**src/wsfr_pkg.sv**
```systemverilog
// Package for the WebSocket frame receiver: parse phase codes, frame status
// codes, the result beat type and the push bundle between parser and queue.
// No dependencies.
package wsfr_pkg;

    // Depth of the result queue; at least two so one byte's results always fit.
    localparam int WSFR_QUEUE_DEPTH = 4;

    // Parse phases.
    localparam logic [3:0] PH_HDR0    = 4'd0;
    localparam logic [3:0] PH_HDR1    = 4'd1;
    localparam logic [3:0] PH_LEN_HI  = 4'd2;
    localparam logic [3:0] PH_LEN_LO  = 4'd3;
    localparam logic [3:0] PH_KEY     = 4'd4;
    localparam logic [3:0] PH_PAYLOAD = 4'd5;
    localparam logic [3:0] PH_SKIP    = 4'd6;

    // Frame status codes.
    localparam logic [3:0] ST_TEXT_DONE  = 4'd0;
    localparam logic [3:0] ST_CLOSE      = 4'd1;
    localparam logic [3:0] ST_FRAGMENT   = 4'd2;
    localparam logic [3:0] ST_BINARY     = 4'd3;
    localparam logic [3:0] ST_PING       = 4'd4;
    localparam logic [3:0] ST_PONG       = 4'd5;
    localparam logic [3:0] ST_OTHER      = 4'd6;
    localparam logic [3:0] ST_LONG       = 4'd7;
    localparam logic [3:0] ST_INCOMPLETE = 4'd8;
    localparam logic [3:0] ST_RSV        = 4'd9;
    localparam logic [3:0] ST_UNMASKED   = 4'd10;
    localparam logic [3:0] ST_CONTINUE   = 4'd11;

    // Header field codes.
    localparam logic [7:0] HDR_FIN_MASK  = 8'h80;
    localparam logic [7:0] HDR_RSV_MASK  = 8'h70;
    localparam logic [7:0] HDR_MASK_BIT  = 8'h80;
    localparam logic [3:0] OP_CONTINUE   = 4'h0;
    localparam logic [3:0] OP_TEXT       = 4'h1;
    localparam logic [3:0] OP_BINARY     = 4'h2;
    localparam logic [3:0] OP_CLOSE      = 4'h8;
    localparam logic [3:0] OP_PING       = 4'h9;
    localparam logic [3:0] OP_PONG       = 4'hA;
    localparam logic [6:0] LEN_EXT16     = 7'd126;

    // Result kinds.
    localparam logic KIND_PAYLOAD = 1'b0;
    localparam logic KIND_STATUS  = 1'b1;

    typedef struct packed {
        logic       result_kind;
        logic [7:0] payload_byte;
        logic [3:0] frame_status;
        logic       last_of_run;
    } t_result;

    // Results of one accepted byte: count is 0, 1 or 2; first goes out first.
    typedef struct packed {
        logic [1:0] count;
        t_result    first;
        t_result    second;
    } t_push;

endpackage

```
**src/wsfr_if.sv**
```systemverilog
// Channel interfaces of the WebSocket frame receiver: input byte beats and
// result beats, valid/ready handshake. No dependencies.
interface wsfr_in_if;
    logic       valid;
    logic       ready;
    logic [7:0] rx_byte;
    logic       chunk_end;

    modport source (output valid, output rx_byte, output chunk_end, input ready);
    modport sink   (input valid, input rx_byte, input chunk_end, output ready);
endinterface

interface wsfr_out_if;
    logic       valid;
    logic       ready;
    logic       result_kind;
    logic [7:0] payload_byte;
    logic [3:0] frame_status;
    logic       last_of_run;

    modport source (output valid, output result_kind, output payload_byte,
                    output frame_status, output last_of_run, input ready);
    modport sink   (input valid, input result_kind, input payload_byte,
                    input frame_status, input last_of_run, output ready);
endinterface

```
**src/wsfr_parse.sv**
```systemverilog
// Frame header parser and payload unmasker: holds the parse state and turns
// each accepted byte into zero, one or two results. Depends on wsfr_pkg.
module wsfr_parse
    import wsfr_pkg::*;
(
    input  logic       i_clk,
    input  logic       i_rst_n,
    input  logic       i_accept,
    input  logic [7:0] i_rx_byte,
    input  logic       i_chunk_end,
    output t_push      o_push
);

    logic [3:0]  r_phase,   n_phase;
    logic [7:0]  r_hdr0,    n_hdr0;
    logic [3:0]  r_verdict, n_verdict;
    logic [7:0]  r_len_hi,  n_len_hi;
    logic [15:0] r_remain,  n_remain;
    logic [31:0] r_key,     n_key;
    logic [1:0]  r_key_pos, n_key_pos;

    logic        w_payload;
    logic [7:0]  w_unmasked;
    logic [3:0]  w_opcode;
    logic [6:0]  w_len7;
    t_result     w_pay_res;
    t_result     w_st_res;

    assign w_opcode   = r_hdr0[3:0];
    assign w_len7     = i_rx_byte[6:0];
    assign w_unmasked = i_rx_byte ^ r_key[{r_key_pos, 3'b000} +: 8];

    always_comb begin
        n_phase   = r_phase;
        n_hdr0    = r_hdr0;
        n_verdict = r_verdict;
        n_len_hi  = r_len_hi;
        n_remain  = r_remain;
        n_key     = r_key;
        n_key_pos = r_key_pos;
        w_payload = 1'b0;
        unique case (r_phase)
            PH_HDR0: begin
                n_hdr0    = i_rx_byte;
                n_verdict = ST_INCOMPLETE;
                n_phase   = PH_HDR1;
            end
            PH_HDR1: begin
                n_phase = PH_SKIP;
                priority if ((r_hdr0 & HDR_FIN_MASK) != HDR_FIN_MASK) begin
                    n_verdict = ST_FRAGMENT;
                end else if ((r_hdr0 & HDR_RSV_MASK) != 8'h00) begin
                    n_verdict = ST_RSV;
                end else if ((i_rx_byte & HDR_MASK_BIT) != HDR_MASK_BIT) begin
                    n_verdict = ST_UNMASKED;
                end else if (w_opcode == OP_CONTINUE) begin
                    n_verdict = ST_CONTINUE;
                end else if (w_opcode == OP_TEXT) begin
                    n_verdict = ST_INCOMPLETE;
                    priority if (w_len7 < LEN_EXT16) begin
                        n_remain  = {9'd0, w_len7};
                        n_key_pos = 2'd0;
                        n_phase   = PH_KEY;
                    end else if (w_len7 == LEN_EXT16) begin
                        n_phase = PH_LEN_HI;
                    end else begin
                        n_verdict = ST_LONG;
                    end
                end else if (w_opcode == OP_BINARY) begin
                    n_verdict = ST_BINARY;
                end else if (w_opcode == OP_CLOSE) begin
                    n_verdict = ST_CLOSE;
                end else if (w_opcode == OP_PING) begin
                    n_verdict = ST_PING;
                end else if (w_opcode == OP_PONG) begin
                    n_verdict = ST_PONG;
                end else begin
                    n_verdict = ST_OTHER;
                end
            end
            PH_LEN_HI: begin
                n_len_hi = i_rx_byte;
                n_phase  = PH_LEN_LO;
            end
            PH_LEN_LO: begin
                n_remain  = {r_len_hi, i_rx_byte};
                n_key_pos = 2'd0;
                n_phase   = PH_KEY;
            end
            PH_KEY: begin
                n_key[{r_key_pos, 3'b000} +: 8] = i_rx_byte;
                n_key_pos = r_key_pos + 2'd1;
                if (r_key_pos == 2'd3) begin
                    if (r_remain == 16'd0) begin
                        n_verdict = ST_TEXT_DONE;
                        n_phase   = PH_SKIP;
                    end else begin
                        n_phase = PH_PAYLOAD;
                    end
                end
            end
            PH_PAYLOAD: begin
                w_payload = 1'b1;
                n_key_pos = r_key_pos + 2'd1;
                n_remain  = r_remain - 16'd1;
                if (r_remain == 16'd1) begin
                    n_verdict = ST_TEXT_DONE;
                    n_phase   = PH_SKIP;
                end
            end
            default: begin
                // skip until chunk end
            end
        endcase
        if (i_chunk_end) begin
            n_phase = PH_HDR0;
        end
    end

    always_comb begin
        w_pay_res.result_kind  = KIND_PAYLOAD;
        w_pay_res.payload_byte = w_unmasked;
        w_pay_res.frame_status = ST_TEXT_DONE;
        w_pay_res.last_of_run  = 1'b0;
        w_st_res.result_kind   = KIND_STATUS;
        w_st_res.payload_byte  = 8'h00;
        w_st_res.frame_status  = n_verdict;
        w_st_res.last_of_run   = 1'b1;
        o_push.first  = w_payload ? w_pay_res : w_st_res;
        o_push.second = w_st_res;
        o_push.count  = i_accept ? ({1'b0, w_payload} + {1'b0, i_chunk_end}) : 2'd0;
    end

    always_ff @(posedge i_clk) begin
        if (!i_rst_n) begin
            r_phase   <= PH_HDR0;
            r_hdr0    <= 8'h00;
            r_verdict <= ST_TEXT_DONE;
            r_len_hi  <= 8'h00;
            r_remain  <= 16'd0;
            r_key     <= 32'd0;
            r_key_pos <= 2'd0;
        end else if (i_accept) begin
            r_phase   <= n_phase;
            r_hdr0    <= n_hdr0;
            r_verdict <= n_verdict;
            r_len_hi  <= n_len_hi;
            r_remain  <= n_remain;
            r_key     <= n_key;
            r_key_pos <= n_key_pos;
        end
    end

endmodule

```
**src/wsfr_queue.sv**
```systemverilog
// Result queue: takes up to two result beats per cycle, gives one per cycle
// when popped. Depends on wsfr_pkg.
module wsfr_queue
    import wsfr_pkg::*;
#(
    parameter int P_DEPTH = WSFR_QUEUE_DEPTH
) (
    input  logic    i_clk,
    input  logic    i_rst_n,
    input  t_push   i_push,
    input  logic    i_pop,
    output logic    o_room,
    output logic    o_valid,
    output t_result o_head
);

    localparam int PW = (P_DEPTH > 1) ? $clog2(P_DEPTH) : 1;
    localparam int CW = $clog2(P_DEPTH + 1);

    t_result         r_mem [P_DEPTH];
    logic [PW-1:0]   r_wr_ptr, n_wr_ptr;
    logic [PW-1:0]   r_rd_ptr, n_rd_ptr;
    logic [CW-1:0]   r_count,  n_count;
    logic [PW-1:0]   w_wr_next;

    function automatic logic [PW-1:0] ptr_inc(input logic [PW-1:0] p);
        ptr_inc = (p == PW'(P_DEPTH - 1)) ? '0 : p + PW'(1);
    endfunction

    assign w_wr_next = ptr_inc(r_wr_ptr);
    assign o_room    = r_count <= CW'(P_DEPTH - 2);
    assign o_valid   = r_count != '0;
    assign o_head    = r_mem[r_rd_ptr];

    always_comb begin
        n_rd_ptr = i_pop ? ptr_inc(r_rd_ptr) : r_rd_ptr;
        unique case (i_push.count)
            2'd1:    n_wr_ptr = w_wr_next;
            2'd2:    n_wr_ptr = ptr_inc(w_wr_next);
            default: n_wr_ptr = r_wr_ptr;
        endcase
        n_count = r_count + CW'(i_push.count) - CW'(i_pop);
    end

    always_ff @(posedge i_clk) begin
        if (i_push.count != 2'd0) begin
            r_mem[r_wr_ptr] <= i_push.first;
        end
        if (i_push.count == 2'd2) begin
            r_mem[w_wr_next] <= i_push.second;
        end
    end

    always_ff @(posedge i_clk) begin
        if (!i_rst_n) begin
            r_wr_ptr <= '0;
            r_rd_ptr <= '0;
            r_count  <= '0;
        end else begin
            r_wr_ptr <= n_wr_ptr;
            r_rd_ptr <= n_rd_ptr;
            r_count  <= n_count;
        end
    end

endmodule

```
**src/websocket_frame_receiver.sv**
```systemverilog
// Top level of the WebSocket frame receiver: one input byte beat per cycle while
// the queue has room for two results; result beats are registered in the queue.
// Throughput is one byte per cycle; with a ready sink the output gives one beat
// per cycle, so only a payload byte ending its chunk (two results) adds an entry.
// Synchronous active-low reset returns the parser to the first header byte and
// empties the result queue. Depends on wsfr_pkg, wsfr_if, wsfr_parse, wsfr_queue.
module websocket_frame_receiver
    import wsfr_pkg::*;
#(
    parameter int P_QUEUE_DEPTH = WSFR_QUEUE_DEPTH
) (
    input  logic        i_clk,
    input  logic        i_rst_n,
    wsfr_in_if.sink     i_rx,
    wsfr_out_if.source  o_res
);

    logic    w_accept;
    logic    w_pop;
    logic    w_room;
    t_push   w_push;
    t_result w_head;

    // Take a byte only when the queue can hold both results it may cause.
    assign i_rx.ready = w_room;
    assign w_accept   = i_rx.valid && w_room;
    assign w_pop      = o_res.valid && o_res.ready;

    // Header checks, length and key capture, and payload unmasking.
    wsfr_parse u_parse (
        .i_clk       (i_clk),
        .i_rst_n     (i_rst_n),
        .i_accept    (w_accept),
        .i_rx_byte   (i_rx.rx_byte),
        .i_chunk_end (i_rx.chunk_end),
        .o_push      (w_push)
    );

    // Result queue: decouples the input from a stalled sink.
    wsfr_queue #(
        .P_DEPTH (P_QUEUE_DEPTH)
    ) u_queue (
        .i_clk   (i_clk),
        .i_rst_n (i_rst_n),
        .i_push  (w_push),
        .i_pop   (w_pop),
        .o_room  (w_room),
        .o_valid (o_res.valid),
        .o_head  (w_head)
    );

    assign o_res.result_kind  = w_head.result_kind;
    assign o_res.payload_byte = w_head.payload_byte;
    assign o_res.frame_status = w_head.frame_status;
    assign o_res.last_of_run  = w_head.last_of_run;

    // A queue without room for two results always has something to offer.
    a_full_has_data: assert property (@(posedge i_clk) disable iff (!i_rst_n)
        !i_rx.ready |-> o_res.valid)
        else $error("input stalled with empty result queue");

    // A payload beat never ends the run and carries no status.
    a_payload_shape: assert property (@(posedge i_clk) disable iff (!i_rst_n)
        o_res.valid && (o_res.result_kind == KIND_PAYLOAD)
        |-> (o_res.frame_status == ST_TEXT_DONE) && !o_res.last_of_run)
        else $error("payload beat with status bits set");

    // A status beat ends the run and carries a zero byte.
    a_status_shape: assert property (@(posedge i_clk) disable iff (!i_rst_n)
        o_res.valid && (o_res.result_kind == KIND_STATUS)
        |-> o_res.last_of_run && (o_res.payload_byte == 8'h00))
        else $error("status beat malformed");

endmodule
```
**src/flat_wrapper.sv**
```systemverilog
// flat-port wrapper written by rule: the top's interface ports become plain ports
module websocket_frame_receiver_flat import wsfr_pkg::*;
#(
    parameter int P_QUEUE_DEPTH = WSFR_QUEUE_DEPTH
)
  (i_clk, i_rst_n, i_rx_valid, i_rx_rx_byte, i_rx_chunk_end, i_rx_ready, o_res_valid, o_res_result_kind, o_res_payload_byte, o_res_frame_status, o_res_last_of_run, o_res_ready);
  wsfr_in_if i_rx_i ();
  wsfr_out_if o_res_i ();
  input  logic i_clk;
  input  logic i_rst_n;
  input wire logic [$bits(i_rx_i.valid)-1:0] i_rx_valid;
  input wire logic [$bits(i_rx_i.rx_byte)-1:0] i_rx_rx_byte;
  input wire logic [$bits(i_rx_i.chunk_end)-1:0] i_rx_chunk_end;
  output wire logic [$bits(i_rx_i.ready)-1:0] i_rx_ready;
  output wire logic [$bits(o_res_i.valid)-1:0] o_res_valid;
  output wire logic [$bits(o_res_i.result_kind)-1:0] o_res_result_kind;
  output wire logic [$bits(o_res_i.payload_byte)-1:0] o_res_payload_byte;
  output wire logic [$bits(o_res_i.frame_status)-1:0] o_res_frame_status;
  output wire logic [$bits(o_res_i.last_of_run)-1:0] o_res_last_of_run;
  input wire logic [$bits(o_res_i.ready)-1:0] o_res_ready;
  assign i_rx_i.valid = i_rx_valid;
  assign i_rx_i.rx_byte = i_rx_rx_byte;
  assign i_rx_i.chunk_end = i_rx_chunk_end;
  assign i_rx_ready = i_rx_i.ready;
  assign o_res_valid = o_res_i.valid;
  assign o_res_result_kind = o_res_i.result_kind;
  assign o_res_payload_byte = o_res_i.payload_byte;
  assign o_res_frame_status = o_res_i.frame_status;
  assign o_res_last_of_run = o_res_i.last_of_run;
  assign o_res_i.ready = o_res_ready;
  websocket_frame_receiver #(.P_QUEUE_DEPTH(P_QUEUE_DEPTH)) u_core (.i_clk(i_clk), .i_rst_n(i_rst_n), .i_rx(i_rx_i), .o_res(o_res_i));
endmodule
```
**config.mk**
```make
export PLATFORM = sky130hd
export DESIGN_NAME = websocket_frame_receiver_flat
export DESIGN_NICKNAME = d
export VERILOG_FILES = /design/src/wsfr_pkg.sv /design/src/wsfr_if.sv /design/src/wsfr_parse.sv /design/src/wsfr_queue.sv /design/src/websocket_frame_receiver.sv /design/src/flat_wrapper.sv
export SDC_FILE = /design/constraint.sdc
export NUM_CORES = 1
export LEC_CHECK = 0
export BUFFER_PORTS_ARGS = -buffer_cell sky130_fd_sc_hd__buf_4
export CORE_MARGIN = 10
export CORE_UTILIZATION = 55
export CTS_CLUSTER_SIZE = 20
export DETAILED_ROUTE_END_ITERATION = 7
export PLACE_DENSITY = 0.72
export SYNTH_ARGS = -nofsm -noshare
export SYNTH_HDL_FRONTEND = slang
export SYNTH_SLANG_ARGS = --single-unit
```
**constraint.sdc**
```tcl
create_clock -name i_clk -period 4.3 [get_ports i_clk]
set_input_delay 0 -clock i_clk [delete_from_list [all_inputs] [get_ports i_clk]]
set_output_delay 0 -clock i_clk [all_outputs]
set_load 0.01 [all_outputs]
```
==> impl_metrics.yaml <==
synthesis:
  synth_area_leaders: "dfxtp_1, edfxtp_1, mux4_2"
  synth_nets: 758
  synth_cell_types: 63
  ys_seq_area_share_pct: 41.5
  synth_top_area_share_pct: 34.5
  synthFlopType: "dfxtp_1"
  ys_ff_latch: 134
  synth-edff-count: 16
  synth_area_leader_cell: "dfxtp_1"
  netlist_area_mm2: 0.00685
  synth_warnings: 0
  synth.avg_cell_area_um2: 9.48
  synthCells: 722
  synthArstFlopShare_pct: 0
setup_path:
  worst-endpoint-required_ps: 4410
  cp_slowest_stage_delay_ps: 660
  end_kind: "flip-flop"
  crit_chain: "nand3b_1 -> inv_1 -> ha_1 -> nand2_1 -> ha_1 -> nor2b_1 -> a21oi_1 -> inv_1"
  crit_fanout: 16
  arrival_ps: 3340
  slowest_stage: "a21oi_1"
  path_buf_inv: 2
  crit_path_start_kind: "flip-flop"
  cp_top_family: "compound AO/OA/AOI/OAI gates"
  worstSetupPathType: "reg2reg"
clocking:
  cts_tree: "yes"
  clkSinkCount: 134
  path_clk_slew_ps: 50
  clockBufferDepth: 2
  cts.repair.resized: 0
  cts_buffers: 17
  cts_root_buffer: "clkbuf_16"
  worst_skew_pair.late_latency_ps: 420
  cts_htree_levels: 4
sta:
  fin_hold_ws_ps: 171
  worst_slack_ps: 1070
  rsz0062_at_grt: "no"
  post-route-min-period_ps: 3230
  fmax_mhz: 309
  slew_headroom_pct: 30.7
  fin_crit_sh_pct: 75.2
  finalHoldViolations: 0
  slew_violations: 0
  setup_viol_count_final: 0
  fin_setup_tns_ps: 0
  clock_skew_ps: 10.5
  worst_pin_slew_ps: 1020
power:
  power_density_mw_per_mm2: 438
  p_leak_nw: 2.88
  ir_drop_v: 0.000224
die:
  die-width_um: 132
  fp.dieH_um: 132
  rows: 40
  coreArea_mm2: 0.0121
  ios: 29
  dieArea_mm2: 0.0173
  start_util_pct: 56.5
global_route:
  grt_pass1_wl_um: 27800
  first_global_vias: 5506
  grt_antenna_before_repair: 0
  grt_usage_pct: 19.1
  grt_max_degree: 95
  overflow: 0
place:
  place_congestion: 0.913
  place_ws_ps: 1180
  portBuffers: 28
  place_hpwl_um: 11100
worst_hold_path:
  worstHoldPathType: "in2reg"
routing:
  dr.pass1.iters: 5
  postRouteAntennaNets: 0
  drt_wl_total_um: 16500
  wl_per_cell_um: 18.1
  vias: 5619
  drc_errors: 0
  first_iter_violations: 620
  viasPerCell: 6.15
cells_and_area:
  syn2layout_area_growth_pct: 11.9
  final_core_util_pct: 63.3
  layout_commonest_cell: "dfxtp_1"
  fin_nets: 770
  fillCellCount: 1029
  final_cell_mix: "dfxtp_1, nand2_1, nand3_1"
  diodes: 0
  drive_gt1_share_pct: 12.9
run:
  max_cap_violations: 0
run_status:
  status: "finished clean"
-- power breakdown --
group	internal (mW)	switching, mW
combinational	0.286	0.328
clock	0.776	0.524
sequential	1.34	0.0986
-- Yosys cell counts, types with 9 or more instances --
| cell type | count |
|---|---|
| dfxtp_1 | 118 |
| nand2_1 | 103 |
| nand3_1 | 52 |
| a21oi_1 | 43 |
| a21boi_0 | 36 |
| a22o_1 | 28 |
| nor2_1 | 26 |
| nor2b_1 | 25 |
| clkbuf_1 | 23 |
| ha_1 | 22 |
| mux4_2 | 21 |
| o21ai_0 | 20 |
| inv_1 | 19 |
| mux2i_1 | 18 |
| edfxtp_1 | 16 |
| and2_1 | 11 |
| xnor2_1 | 11 |
| buf_2 | 10 |
| o211ai_1 | 10 |
| nor3_1 | 9 |
-- state kept, by name, summed over array words and instances (netlist names), named ones only --
register / cells
u_core.u_parse.r_remain: 16
u_core.u_parse.r_key: 32
u_core.u_parse.r_len_hi: 8
u_core.u_parse.r_key_pos: 2
u_core.u_parse.r_phase: 3
u_core.u_queue.r_rd_ptr: 2
u_core.u_parse.r_hdr0: 8
u_core.u_queue.r_count: 3
u_core.u_queue.r_wr_ptr: 2
u_core.u_parse.r_verdict: 4
u_core.u_queue.r_mem: 52
-- metal layers --
| layer | global-route usage (%) | wire, µm |
|---|---|---|
| met5 | 0 | 0 |
| met1 | 24.3 | 7340 |
| met3 | 3.66 | 907 |
| met2 | 30.8 | 7940 |
| met4 | 8.78 | 357 |
-- logic make-up after synthesis --
kind of cell	count (synthesis)	synth area share [%]
AO/OA/AOI/OAI	180	18.5
XOR/XNOR	14	1.79
adder cells (fa/ha/maj)	23	4.31
buffers and inverters	65	4.59
flip-flops	134	41.5
multiplexers	39	9.54
AND/OR/NAND/NOR	267	19.8
-- repair_timing --
action                                  4_1_cts  5_1_grt
hold buffers                                 10        0
buffers inserted                              0        0
hold endpoints to repair                     51        0
endpoints found under the setup margin        0        0
-- area by class of cell --
| class | count | area, µm² | area share, % |
|---|---|---|---|
| Sequential cell | 134 | 2840 | 37.1 |
| Tap cell | 168 | 210 | 2.74 |
| Timing Repair Buffer | 39 | 318 | 4.15 |
| Clock buffer | 23 | 478 | 6.24 |
| Inverter | 19 | 71.3 | 0.931 |
| Multi-Input combinational cell | 523 | 3690 | 48.2 |
| Clock inverter | 8 | 52.6 | 0.686 |
-- worst paths after layout --
path	from	cells after the start	slack [ps]	endpoint
min	i_rx_valid	5	170	u_core.u_parse.r_key_pos[0]
min reg2reg	u_core.u_queue.r_mem[0][0]	2	440	u_core.u_queue.r_mem[0][0]
max	u_core.u_parse.r_phase[0]	8	1070	u_core.u_queue.r_mem[3][1]
max reg2reg	u_core.u_parse.r_phase[0]	8	1070	u_core.u_queue.r_mem[3][1]
-- through the flow --
step                      area (µm²)  std cells  power [mW]
after floorplan                 6850        722        1.91
after global routing            7660        914        3.51
after detailed placement        7030        873        2.07
after global placement          7030        873        2.05
after CTS                       7660        914        3.37
final                           7660        914        3.35
-- worst min-delay path, cell delays in order --
cell	delay (ps)
buf_4	130
nand4_1	90
o21ai_0	80
a22oi_1	70
a21boi_0	170
Power figures use the tool's default switching activity.
